## src/design/cat_cls_pkg.sv

```systemverilog
// shared types, constants and code table for the control command classifier
package cat_cls_pkg;

  localparam int unsigned CHAR_W     = 8;
  localparam int unsigned CODE_W     = 4;
  localparam int unsigned KIND_W     = 2;
  localparam int unsigned BODY_W     = 12;
  localparam int unsigned LEN_W      = 4;
  localparam int unsigned CODE_COUNT = 15;

  localparam logic [CHAR_W-1:0] TERMINATOR = 8'h3B;
  localparam logic [CHAR_W-1:0] LOWER_A    = 8'h61;
  localparam logic [CHAR_W-1:0] LOWER_Z    = 8'h7A;
  localparam logic [CHAR_W-1:0] CASE_GAP   = 8'h20;
  localparam logic [BODY_W-1:0] BODY_MAX   = 12'd4095;

  localparam logic [KIND_W-1:0] KIND_QUERY = 2'd0;
  localparam logic [KIND_W-1:0] KIND_SET   = 2'd1;
  localparam logic [KIND_W-1:0] KIND_ERROR = 2'd2;

  typedef struct packed {
    logic [CHAR_W-1:0] c0;
    logic [CHAR_W-1:0] c1;
    logic [LEN_W-1:0]  query_len;
    logic [LEN_W-1:0]  set_len;
  } code_entry_t;

  typedef struct packed {
    logic [CODE_W-1:0] code_index;
    logic [KIND_W-1:0] request_kind;
  } class_result_t;

  // zero length means the form does not exist
  localparam code_entry_t CODE_TABLE [CODE_COUNT] = '{
    '{8'h41, 8'h47, 4'd3, 4'd6},
    '{8'h42, 8'h43, 4'd2, 4'd3},
    '{8'h46, 8'h41, 4'd2, 4'd13},
    '{8'h47, 8'h54, 4'd2, 4'd5},
    '{8'h49, 8'h46, 4'd2, 4'd0},
    '{8'h4D, 8'h44, 4'd2, 4'd3},
    '{8'h4E, 8'h42, 4'd2, 4'd3},
    '{8'h4E, 8'h52, 4'd2, 4'd3},
    '{8'h50, 8'h43, 4'd2, 4'd5},
    '{8'h50, 8'h52, 4'd2, 4'd3},
    '{8'h52, 8'h47, 4'd2, 4'd5},
    '{8'h52, 8'h58, 4'd0, 4'd2},
    '{8'h53, 8'h51, 4'd3, 4'd6},
    '{8'h54, 8'h58, 4'd0, 4'd2},
    '{8'h56, 8'h58, 4'd2, 4'd3}
  };

  function automatic logic [CHAR_W-1:0] fold_upper(input logic [CHAR_W-1:0] c);
    logic [CHAR_W-1:0] r;
    r = c;
    if (c >= LOWER_A && c <= LOWER_Z) begin
      r = c - CASE_GAP;
    end
    return r;
  endfunction

endpackage

```

## src/design/cat_cls_match.sv

```systemverilog
// code table compare and body length check for one finished message
module cat_cls_match
  import cat_cls_pkg::*;
(
  input  logic [CHAR_W-1:0] first_char,
  input  logic [CHAR_W-1:0] second_char,
  input  logic [BODY_W-1:0] byte_count,
  output class_result_t     result
);

  logic [CHAR_W-1:0]     u0;
  logic [CHAR_W-1:0]     u1;
  logic [CODE_COUNT-1:0] hit;

  assign u0 = fold_upper(first_char);
  assign u1 = fold_upper(second_char);

  always_comb begin
    for (int i = 0; i < CODE_COUNT; i++) begin
      hit[i] = (CODE_TABLE[i].c0 == u0) && (CODE_TABLE[i].c1 == u1);
    end
  end

  // codes are distinct, so at most one entry hits
  always_comb begin
    result.code_index   = '0;
    result.request_kind = KIND_ERROR;
    if (byte_count >= BODY_W'(2)) begin
      for (int i = 0; i < CODE_COUNT; i++) begin
        if (hit[i]) begin
          if (CODE_TABLE[i].query_len != '0 &&
              byte_count == BODY_W'(CODE_TABLE[i].query_len)) begin
            result.code_index   = CODE_W'(i);
            result.request_kind = KIND_QUERY;
          end else if (CODE_TABLE[i].set_len != '0 &&
                       byte_count == BODY_W'(CODE_TABLE[i].set_len)) begin
            result.code_index   = CODE_W'(i);
            result.request_kind = KIND_SET;
          end
        end
      end
    end
  end

endmodule

```

## src/design/cat_command_classifier_unit.sv

```systemverilog
// top level of the control command classifier: input register, message state, result register
//
// The input channel (in_valid, in_stall, in_rx_byte) carries one character
// of the control stream per transaction. Characters are collected into a
// message: the first two are kept and the body is counted up to the first
// zero byte, saturating at the smaller of MAX_MESSAGE and 4095. A ';'
// character closes the message and produces one result transaction on the
// output channel (out_valid, out_stall, out_code_index, out_request_kind,
// out_body_length); other characters produce none.
// A ';' is accepted into the input register, and its result is then loaded into
// the result register, which presents it on the output channel.
// Throughput: one character per cycle through the single input register, unless
// a ';' must wait there while a stalled result is held.
// When the receiver stalls, the result register holds its transaction; a
// further ';' then waits in the input register and in_stall rises, while
// ordinary characters keep flowing. Reset clears both valid flags and the
// message state, so the first character after reset starts a new message.
module cat_command_classifier_unit
  import cat_cls_pkg::*;
#(
  parameter int unsigned MAX_MESSAGE = 4095
) (
  input  logic              clk,
  input  logic              rst_n,
  input  logic              in_valid,
  output logic              in_stall,
  input  logic [CHAR_W-1:0] in_rx_byte,
  output logic              out_valid,
  input  logic              out_stall,
  output logic [CODE_W-1:0] out_code_index,
  output logic [KIND_W-1:0] out_request_kind,
  output logic [BODY_W-1:0] out_body_length
);

  localparam logic [BODY_W-1:0] COUNT_LIMIT =
    (MAX_MESSAGE < 4095) ? BODY_W'(MAX_MESSAGE) : BODY_MAX;

  logic              in_valid_r, in_valid_nxt;
  logic [CHAR_W-1:0] in_byte_r, in_byte_nxt;
  logic [CHAR_W-1:0] first_char_r, first_char_nxt;
  logic [CHAR_W-1:0] second_char_r, second_char_nxt;
  logic [BODY_W-1:0] byte_count_r, byte_count_nxt;
  logic              zero_seen_r, zero_seen_nxt;
  logic              out_valid_r, out_valid_nxt;
  logic [CODE_W-1:0] out_code_r, out_code_nxt;
  logic [KIND_W-1:0] out_kind_r, out_kind_nxt;
  logic [BODY_W-1:0] out_len_r, out_len_nxt;

  logic          is_term;
  logic          out_free;
  logic          advance;
  class_result_t match_res;

  cat_cls_match u_match (
    .first_char  (first_char_r),
    .second_char (second_char_r),
    .byte_count  (byte_count_r),
    .result      (match_res)
  );

  assign is_term  = (in_byte_r == TERMINATOR);
  assign out_free = !out_valid_r || !out_stall;
  assign advance  = in_valid_r && (!is_term || out_free);
  assign in_stall = in_valid_r && !advance;

  always_comb begin
    in_valid_nxt    = in_valid_r;
    in_byte_nxt     = in_byte_r;
    first_char_nxt  = first_char_r;
    second_char_nxt = second_char_r;
    byte_count_nxt  = byte_count_r;
    zero_seen_nxt   = zero_seen_r;
    out_valid_nxt   = out_stall ? out_valid_r : 1'b0;
    out_code_nxt    = out_code_r;
    out_kind_nxt    = out_kind_r;
    out_len_nxt     = out_len_r;

    if (!in_stall) begin
      in_valid_nxt = in_valid;
      if (in_valid) begin
        in_byte_nxt = in_rx_byte;
      end
    end

    if (advance) begin
      if (is_term) begin
        out_valid_nxt   = 1'b1;
        out_code_nxt    = match_res.code_index;
        out_kind_nxt    = match_res.request_kind;
        out_len_nxt     = byte_count_r;
        first_char_nxt  = '0;
        second_char_nxt = '0;
        byte_count_nxt  = '0;
        zero_seen_nxt   = 1'b0;
      end else if (in_byte_r == '0) begin
        zero_seen_nxt = 1'b1;
      end else if (!zero_seen_r && byte_count_r < COUNT_LIMIT) begin
        if (byte_count_r == '0) begin
          first_char_nxt = in_byte_r;
        end else if (byte_count_r == BODY_W'(1)) begin
          second_char_nxt = in_byte_r;
        end
        byte_count_nxt = byte_count_r + BODY_W'(1);
      end
    end
  end

  always_ff @(posedge clk) begin
    if (!rst_n) begin
      in_valid_r    <= 1'b0;
      first_char_r  <= '0;
      second_char_r <= '0;
      byte_count_r  <= '0;
      zero_seen_r   <= 1'b0;
      out_valid_r   <= 1'b0;
    end else begin
      in_valid_r    <= in_valid_nxt;
      first_char_r  <= first_char_nxt;
      second_char_r <= second_char_nxt;
      byte_count_r  <= byte_count_nxt;
      zero_seen_r   <= zero_seen_nxt;
      out_valid_r   <= out_valid_nxt;
    end
  end

  always_ff @(posedge clk) begin
    in_byte_r  <= in_byte_nxt;
    out_code_r <= out_code_nxt;
    out_kind_r <= out_kind_nxt;
    out_len_r  <= out_len_nxt;
  end

  assign out_valid        = out_valid_r;
  assign out_code_index   = out_code_r;
  assign out_request_kind = out_kind_r;
  assign out_body_length  = out_len_r;

endmodule
```

## config.mk

```make
export PLATFORM = sky130hd
export DESIGN_NAME = cat_command_classifier_unit
export DESIGN_NICKNAME = d
export VERILOG_FILES = /design/src/design/cat_cls_pkg.sv /design/src/design/cat_cls_match.sv /design/src/design/cat_command_classifier_unit.sv
export SDC_FILE = /design/constraint.sdc
export NUM_CORES = 1
export LEC_CHECK = 0
export ABC_AREA = 1
export BUFFER_PORTS_ARGS = -buffer_cell sky130_fd_sc_hd__buf_2
export CAP_MARGIN = 20
export CORE_MARGIN = 2
export CORE_UTILIZATION = 50
export DETAILED_ROUTE_END_ITERATION = 16
export PLACE_DENSITY = 0.69
export SYNTH_ARGS = -nofsm -noshare
export SYNTH_HDL_FRONTEND = slang
export SYNTH_HIERARCHICAL = 1
export SYNTH_SLANG_ARGS = --single-unit
```

## constraint.sdc

```tcl
create_clock -name clk -period 3.3 [get_ports clk]
set_clock_uncertainty 0.05 [all_clocks]
set_input_delay 0 -clock clk [delete_from_list [all_inputs] [get_ports clk]]
set_output_delay 0 -clock clk [all_outputs]
set_load 0.005 [all_outputs]
```

Yosys cells after proc, flatten, opt, wreduce, memory -nomap -nowiden:

Cells that the tools add are included.

* $add $sub $neg: 3
* bitwise logic cells: 1
* multiplexer cells: 64
* equality and inequality tests: 31
* reduce and logical (&&, ||, !) cells: 39
* $lt $le $gt $ge: 6

Operator list (count)
* $mux 6: 42
* $eq 7x8->1 const A: 22
* $mux 8: 11
* $mux 12: 3
* $eq 12x2->1 const B: 2
* $eq 12x3->1 const B: 2
* $logic_and 1x1->1: 20
* $ge 8x7->1 const B: 2
* $le 8x7->1 const B: 2
* $sub 8x6->8 const B: 2
* $add 12x1->12 const B: 1
* $eq 12x1->1 const B: 1
* $eq 12x4->1 const B: 1
* $ge 12x2->1 const B: 1
* $logic_not 12->1: 1
* $lt 12x12->1 const B: 1
* $eq 8x6->1 const B: 1
* $logic_not 8->1: 1
* $reduce_bool 2->1: 4
* $mux 2: 3
* $reduce_and 2->1: 3
* $logic_not 1->1: 5
* $mux 1: 5
* $reduce_and 5->1: 1
* other kinds (5): 7

* register bits after elaboration: 57
* word-level logic and storage cells: 154
* output and inout port bits: 20
* bits of input ports: 12

Depth between registers and ports, before layout:

* word-level depth: 48
* gate-level depth with buffers: 16
* mapped depth without buffers: 16

Hierarchy:

Netlist, hierarchy kept.

Modules (own cells, without submodules)
* cat_command_classifier_unit: sequential area each 1401.3 µm², cells an instance 288, times used 1, area each 2539.9 µm²
* cat_cls_match: sequential area each 0.0 µm², cells an instance 178, times used 1, area each 888.4 µm²

Worst setup path before layout:

Ideal clock, no wire load.

* path kind: reg-to-reg
* start: register second_char_r[5]
* end: register out_kind_r[1], in the netlist out_request_kind[1], data pin
* setup time: 251 ps
* data arrival time: 1747 ps
* required time: 2999 ps
* period minus slack after synthesis: 2048 ps
* cell stages (with the launch flop): 14
* buffers on the path: 0
* slack: 1252 ps
* cells stage by stage: dfxtp_1 -> inv_1 -> ha_1 -> nor2_1 -> nand2_1 -> nand4_2 -> nand2_4 -> nor2_8 -> nand2_2 -> nor2_4 -> nand4_2 -> and3_1 -> nand2_1 -> nor2_1

* cells in the longest elaborated chain, start to end: 48
* elaborated cells on any way between the ends: 73
* those cells by class: 1 x add/sub; 2 x order compare; 10 x eq/ne; 44 x mux; 16 x reduce/logical

Ends and longest elaborated chain
* from (decl): RTL line cat_command_classifier_unit.sv:41 `logic [CHAR_W-1:0] second_char_r, second_char_nxt;`
* from (signal assigned): RTL line cat_command_classifier_unit.sv:119 `second_char_r <= second_char_nxt;`
* $ge 8x7->1 or $le 8x7->1 (tied branches): RTL line cat_cls_pkg.sv:55 `if (c >= LOWER_A && c <= LOWER_Z) begin`
* $logic_and 1x1->1: RTL line cat_cls_pkg.sv:55
* $mux 8 (*): RTL line cat_cls_pkg.sv:55
* $eq 7x8->1: RTL line cat_cls_match.sv:20 `hit[i] = (CODE_TABLE[i].c0 == u0) && (CODE_TABLE[i].c1 == u1);`
* $logic_and 1x1->1: RTL line cat_cls_match.sv:20
* $mux 2: RTL line cat_cls_match.sv:30 `if (hit[i]) begin`
* $mux 6: RTL line cat_cls_match.sv:35 `end else if (CODE_TABLE[i].set_len != '0 &&`
* $mux 6: RTL line cat_cls_match.sv:31 `if (CODE_TABLE[i].query_len != '0 &&`
* (+32 left out)
* $mux 6: RTL line cat_cls_match.sv:35
* $mux 6: RTL line cat_cls_match.sv:31
* $mux 6: RTL line cat_cls_match.sv:30
* $mux 6: RTL line cat_cls_match.sv:35
* $mux 6: RTL line cat_cls_match.sv:30
* $mux 6: RTL line cat_cls_match.sv:35
* $mux 6: RTL line cat_cls_match.sv:31
* $mux 6 (*): RTL line cat_cls_match.sv:30
* to (signal assigned): RTL line cat_command_classifier_unit.sv:129 `out_kind_r <= out_kind_nxt;`
* to (decl): RTL line cat_command_classifier_unit.sv:46 `logic [KIND_W-1:0] out_kind_r, out_kind_nxt;`

Mark *: on every way between the ends. The rest lies on a longest branch, timed or not. The select of a mux whose other input is x is not followed.
A chain may end at the register's enable or synchronous reset.

Final worst setup path:

Same ends and word-level chain as after synthesis.

==> key figures <==
Status
  – Status: finished clean

Drt
  – Via count: 3148
  – Avg WL per Cell: 13.36 um
  – DR DRC count: 0
  – Vias per cell: 5.264
  – Post-DRT Antenna Nets: 0
  – Drt first pass iters: 5
  – Starting DRC count in detailed routing: 222
  – WL final: 7991 um

Critical path
  – Crit-path max cell delay: 410 ps
  – Critical path cell sequence: inv_1, ha_1, nor2_1, nand2_1, nand4_2, nand2_4, nor2_4, nand4_1, o21ai_0, a21oi_1, nand2_1, nor2_1
  – Reg2reg end: out_request_kind[1]$_DFFE_PP_
  – Crit end category: flip-flop
  – Crit path required time: 3350 ps
  – Crit path from: second_char_r[5]$_SDFFE_PN0P_
  – WP data arrival: 2320 ps
  – Crit path max fanout: 9
  – Critical Setup Path Class: reg -> reg
  – R2R setup slack: 1030 ps
  – Worst Setup Start Kind: flip-flop
  – R2R cell count: 12
  – CP max stage cell: dfxtp_1
  – R2r startpoint: second_char_r[5]$_SDFFE_PN0P_
  – Critical path endpoint: out_request_kind[1]$_DFFE_PP_

Die
  – Starting Density: 51.02%
  – Die ar.: 7535 um^2
  – CORE AREA: 6719 um^2
  – # rows: 30
  – Die X: 86.81 um
  – Die Y: 86.81 um
  – I/O Pins: 32

Pwr
  – Maximum vdd drop: 0.0003077 V
  – Register share of total power: 48.3%
  – Clk pwr share: 44.8%
  – Logic pwr share: 6.8%
  – Leak: 0.001674 uW
  – Cell-internal power: 1212 uW
  – Switch Pwr: 382.8 uW
  – Switching Share: 24.00%
  – Tot Pwr: 1595 uW
  – PD cells: 402.4 nW/um^2

Timing
  – Slew Limit Fails: 0
  – Rel. slew slack: 53.99%
  – Setup tns final: 0 ps
  – Fin. Hold Viols: 0
  – Setup Viol. Count Final: 0
  – Worst Max-Slew Pin Slew: 689.5 ps
  – Period utilization: 68.87%
  – RSZ-0062 raised after global routing: false
  – Worst Hold Slack: 315.2 ps
  – FMAX: 440.0 MHz
  – Tmin final: 2273 ps

Logic synthesis
  – Avg Inst Size Synth: 7.357 um^2
  – Synthesized flop and latch total: 57
  – Register area share after synthesis: 40.88%
  – Syn Std Cell Area: 3428 um^2
  – Synth warn: 6
  – Post-synthesis mux area share: 0%
  – Synth Area in XOR/XNOR: 1.277%
  – Post-synth net total: 483
  – Synth Area in Adders: 1.825%
  – Compound-cell area share of the yosys netlist: 7.190%
  – Yosys cell types: 35
  – Mapped Cells: 466
  – Post-Synth Simple-Gate Area: 40.77%
  – Combinational family with the most area after synthesis: simple AND/OR/NAND/NOR gates

Layout
  – Final net count: 530
  – Synth-to-Final Area Change: 15.62%
  – Commonest non-fill, non-tap cell in the layout: nand2_1
  – Multi-input gate area: 1750 um^2
  – Ant. Diodes: 0
  – Layout cells sized above 1: 17.57%
  – Post-Layout Cell Count: 598
  – Commonest cells after routing, fill and taps aside: 89 x nand2_1, 79 x nor2_1, 55 x inv_1, 53 x nand3_1, 35 x a21oi_1
  – Fillcell total: 605
  – Register area: 1401 um^2

Clocking
  – Max clock buf depth: 2
  – H-tree Lvls: 3
  – Number of buffers created by CTS: 9
  – Worst-Skew Late Latency: 340 ps
  – CTS clock-pin slew for the worst setup and hold paths: 70 ps
  – CTS resizes: 0
  – CTS tree: yes
  – Root Driver: clkbuf_8
  – TritonCTS Sinks: 57

Global routing
  – Global-route wire length before repair: 13460 um
  – Initial antenna violation count: 0
  – Total GRT Usage: 22.95%
  – Largest net degree at the start of global routing: 23
  – GR Overflow Total: 0
  – Vias in the first global route: 2939

Placed design
  – Port buffer count: 31
  – DPL Wire Length: 6017 um
  – GPL Wtd Cong: 0.8722
  – Placed cell count: 571

Flow run
  – Max Cap Violations: 0

Min path
  – Worst hold-check path type: in -> reg
  – Hold path startpoint: in_rx_byte[3]
  – Hold Path Cell Cnt: 2
[layer usage]
layer	share of wire, %	vias up	global-route usage [%]
met4	2.1	0	7.528
met1	45	1402	29.72
met3	5.9	16	5.714
met5	0	-	0
met2	47	97	37.47
li1	-	1633	-
[synthesized netlist by cell type]
master     n  area, um^2
nand2_1   89       334.1
nor2_1    79       296.5
inv_1     55       206.5
nand3_1   53       265.3
a21oi_1   35       175.2
dfxtp_1   31       620.6
edfxtp_1  26       780.8
nand4_1   13       81.33
nand3_2   11       110.1
nand2_2    8       50.05
nor2_2     8       50.05
nor3_1     7       35.03
inv_2      6       22.52
o21ai_1    6       30.03
ha_1       5       62.56
nand2_4    4       45.04
o21ai_0    4       20.02
xor2_1     4       35.03
nor2_4     3       33.78
buf_2      2       10.01
buf_6      2       22.52
nand4_2    2       25.02
a31oi_1    1       6.260
and3_1     1       6.260
buf_1      1       3.750
buf_4      1       7.510
clkbuf_1   1       3.750
nor2_8     1       20.02
nor3_2     1       10.01
nor3_4     1       16.27
nor3b_2    1       12.51
nor4_1     1       6.260
o21bai_1   1       7.510
o31ai_1    1       7.510
xnor2_1    1       8.760
[kinds of logic after synthesis]
logic type | after synthesis
DFF | 57
AOI/OAI and AO/OA | 48
and+or+nand+nor | 283
xor gates and xnor gates | 5
adders and majority gates | 5
buffers and inverters | 68
[what timing repair did]
item,4_1_cts,5_1_grt
hold buffers,11,0
setup buffers,0,0
hold endpoints to repair,15,0
[stage by stage]
stage / cell area, um^2 / utilization [%] / setup slack (ps)
2_1_floorplan: 3428 / - / 1252
4_1_cts: 3964 / 58.99 / 1046
5_1_grt: 3964 / 58.99 / 858.1
6_report: 3964 / 58.99 / 1027
3_3_place_gp: 3643 / 54.23 / 1083
3_5_place_dp: 3643 / 54.23 / 1063
[registers in the layout (all words and copies together), names as in the netlist]
name,count
second_char_r,8
out_valid,1
in_valid_r,1
byte_count_r,12
zero_seen_r,1
out_body_length,12
in_byte_r,8
out_code_index,4
first_char_r,8
out_request_kind,2
[worst max-delay path, delay by kind of cell, from the launching register on]
family	cells	cell delay, ps
AND/OR/NAND/NOR	8	900
flip-flops	1	410
adder cells (fa/ha/maj)	1	300
AO/OA/AOI/OAI	2	280
buffers and inverters	1	100
[worst min-delay path by stage]
stage | endpoint | slack [ps]
3_5_place_dp | in_byte_r[3]$_DFFE_PP_ | 130
2_1_floorplan | in_byte_r[0]$_DFFE_PP_ | 50
6_report | in_byte_r[3]$_DFFE_PP_ | 320
4_1_cts | in_byte_r[5]$_DFFE_PP_ | 310
3_3_place_gp | in_byte_r[0]$_DFFE_PP_ | 130
5_1_grt | in_byte_r[2]$_DFFE_PP_ | 320
[area by class of cell]
cell class,count,share of cell area (%)
Tap cell,80,2.525
Inverter,61,5.777
Sequential cell,57,35.35
Timing Repair Buffer,43,6.881
Clock inverter,6,2.083
Clock buffer,10,3.220
Multi-Input combinational cell,341,44.16
[power groups by stage]
stage	clock network (uW)	logic [uW]	registers (uW)
after global placement	0	96.5	785
after CTS	722	108	771
final	715	109	771
after global routing	760	123	773
after detailed placement	0	97.2	786
after floorplan	0	75.9	781
(Power assumes the default switching activity.)
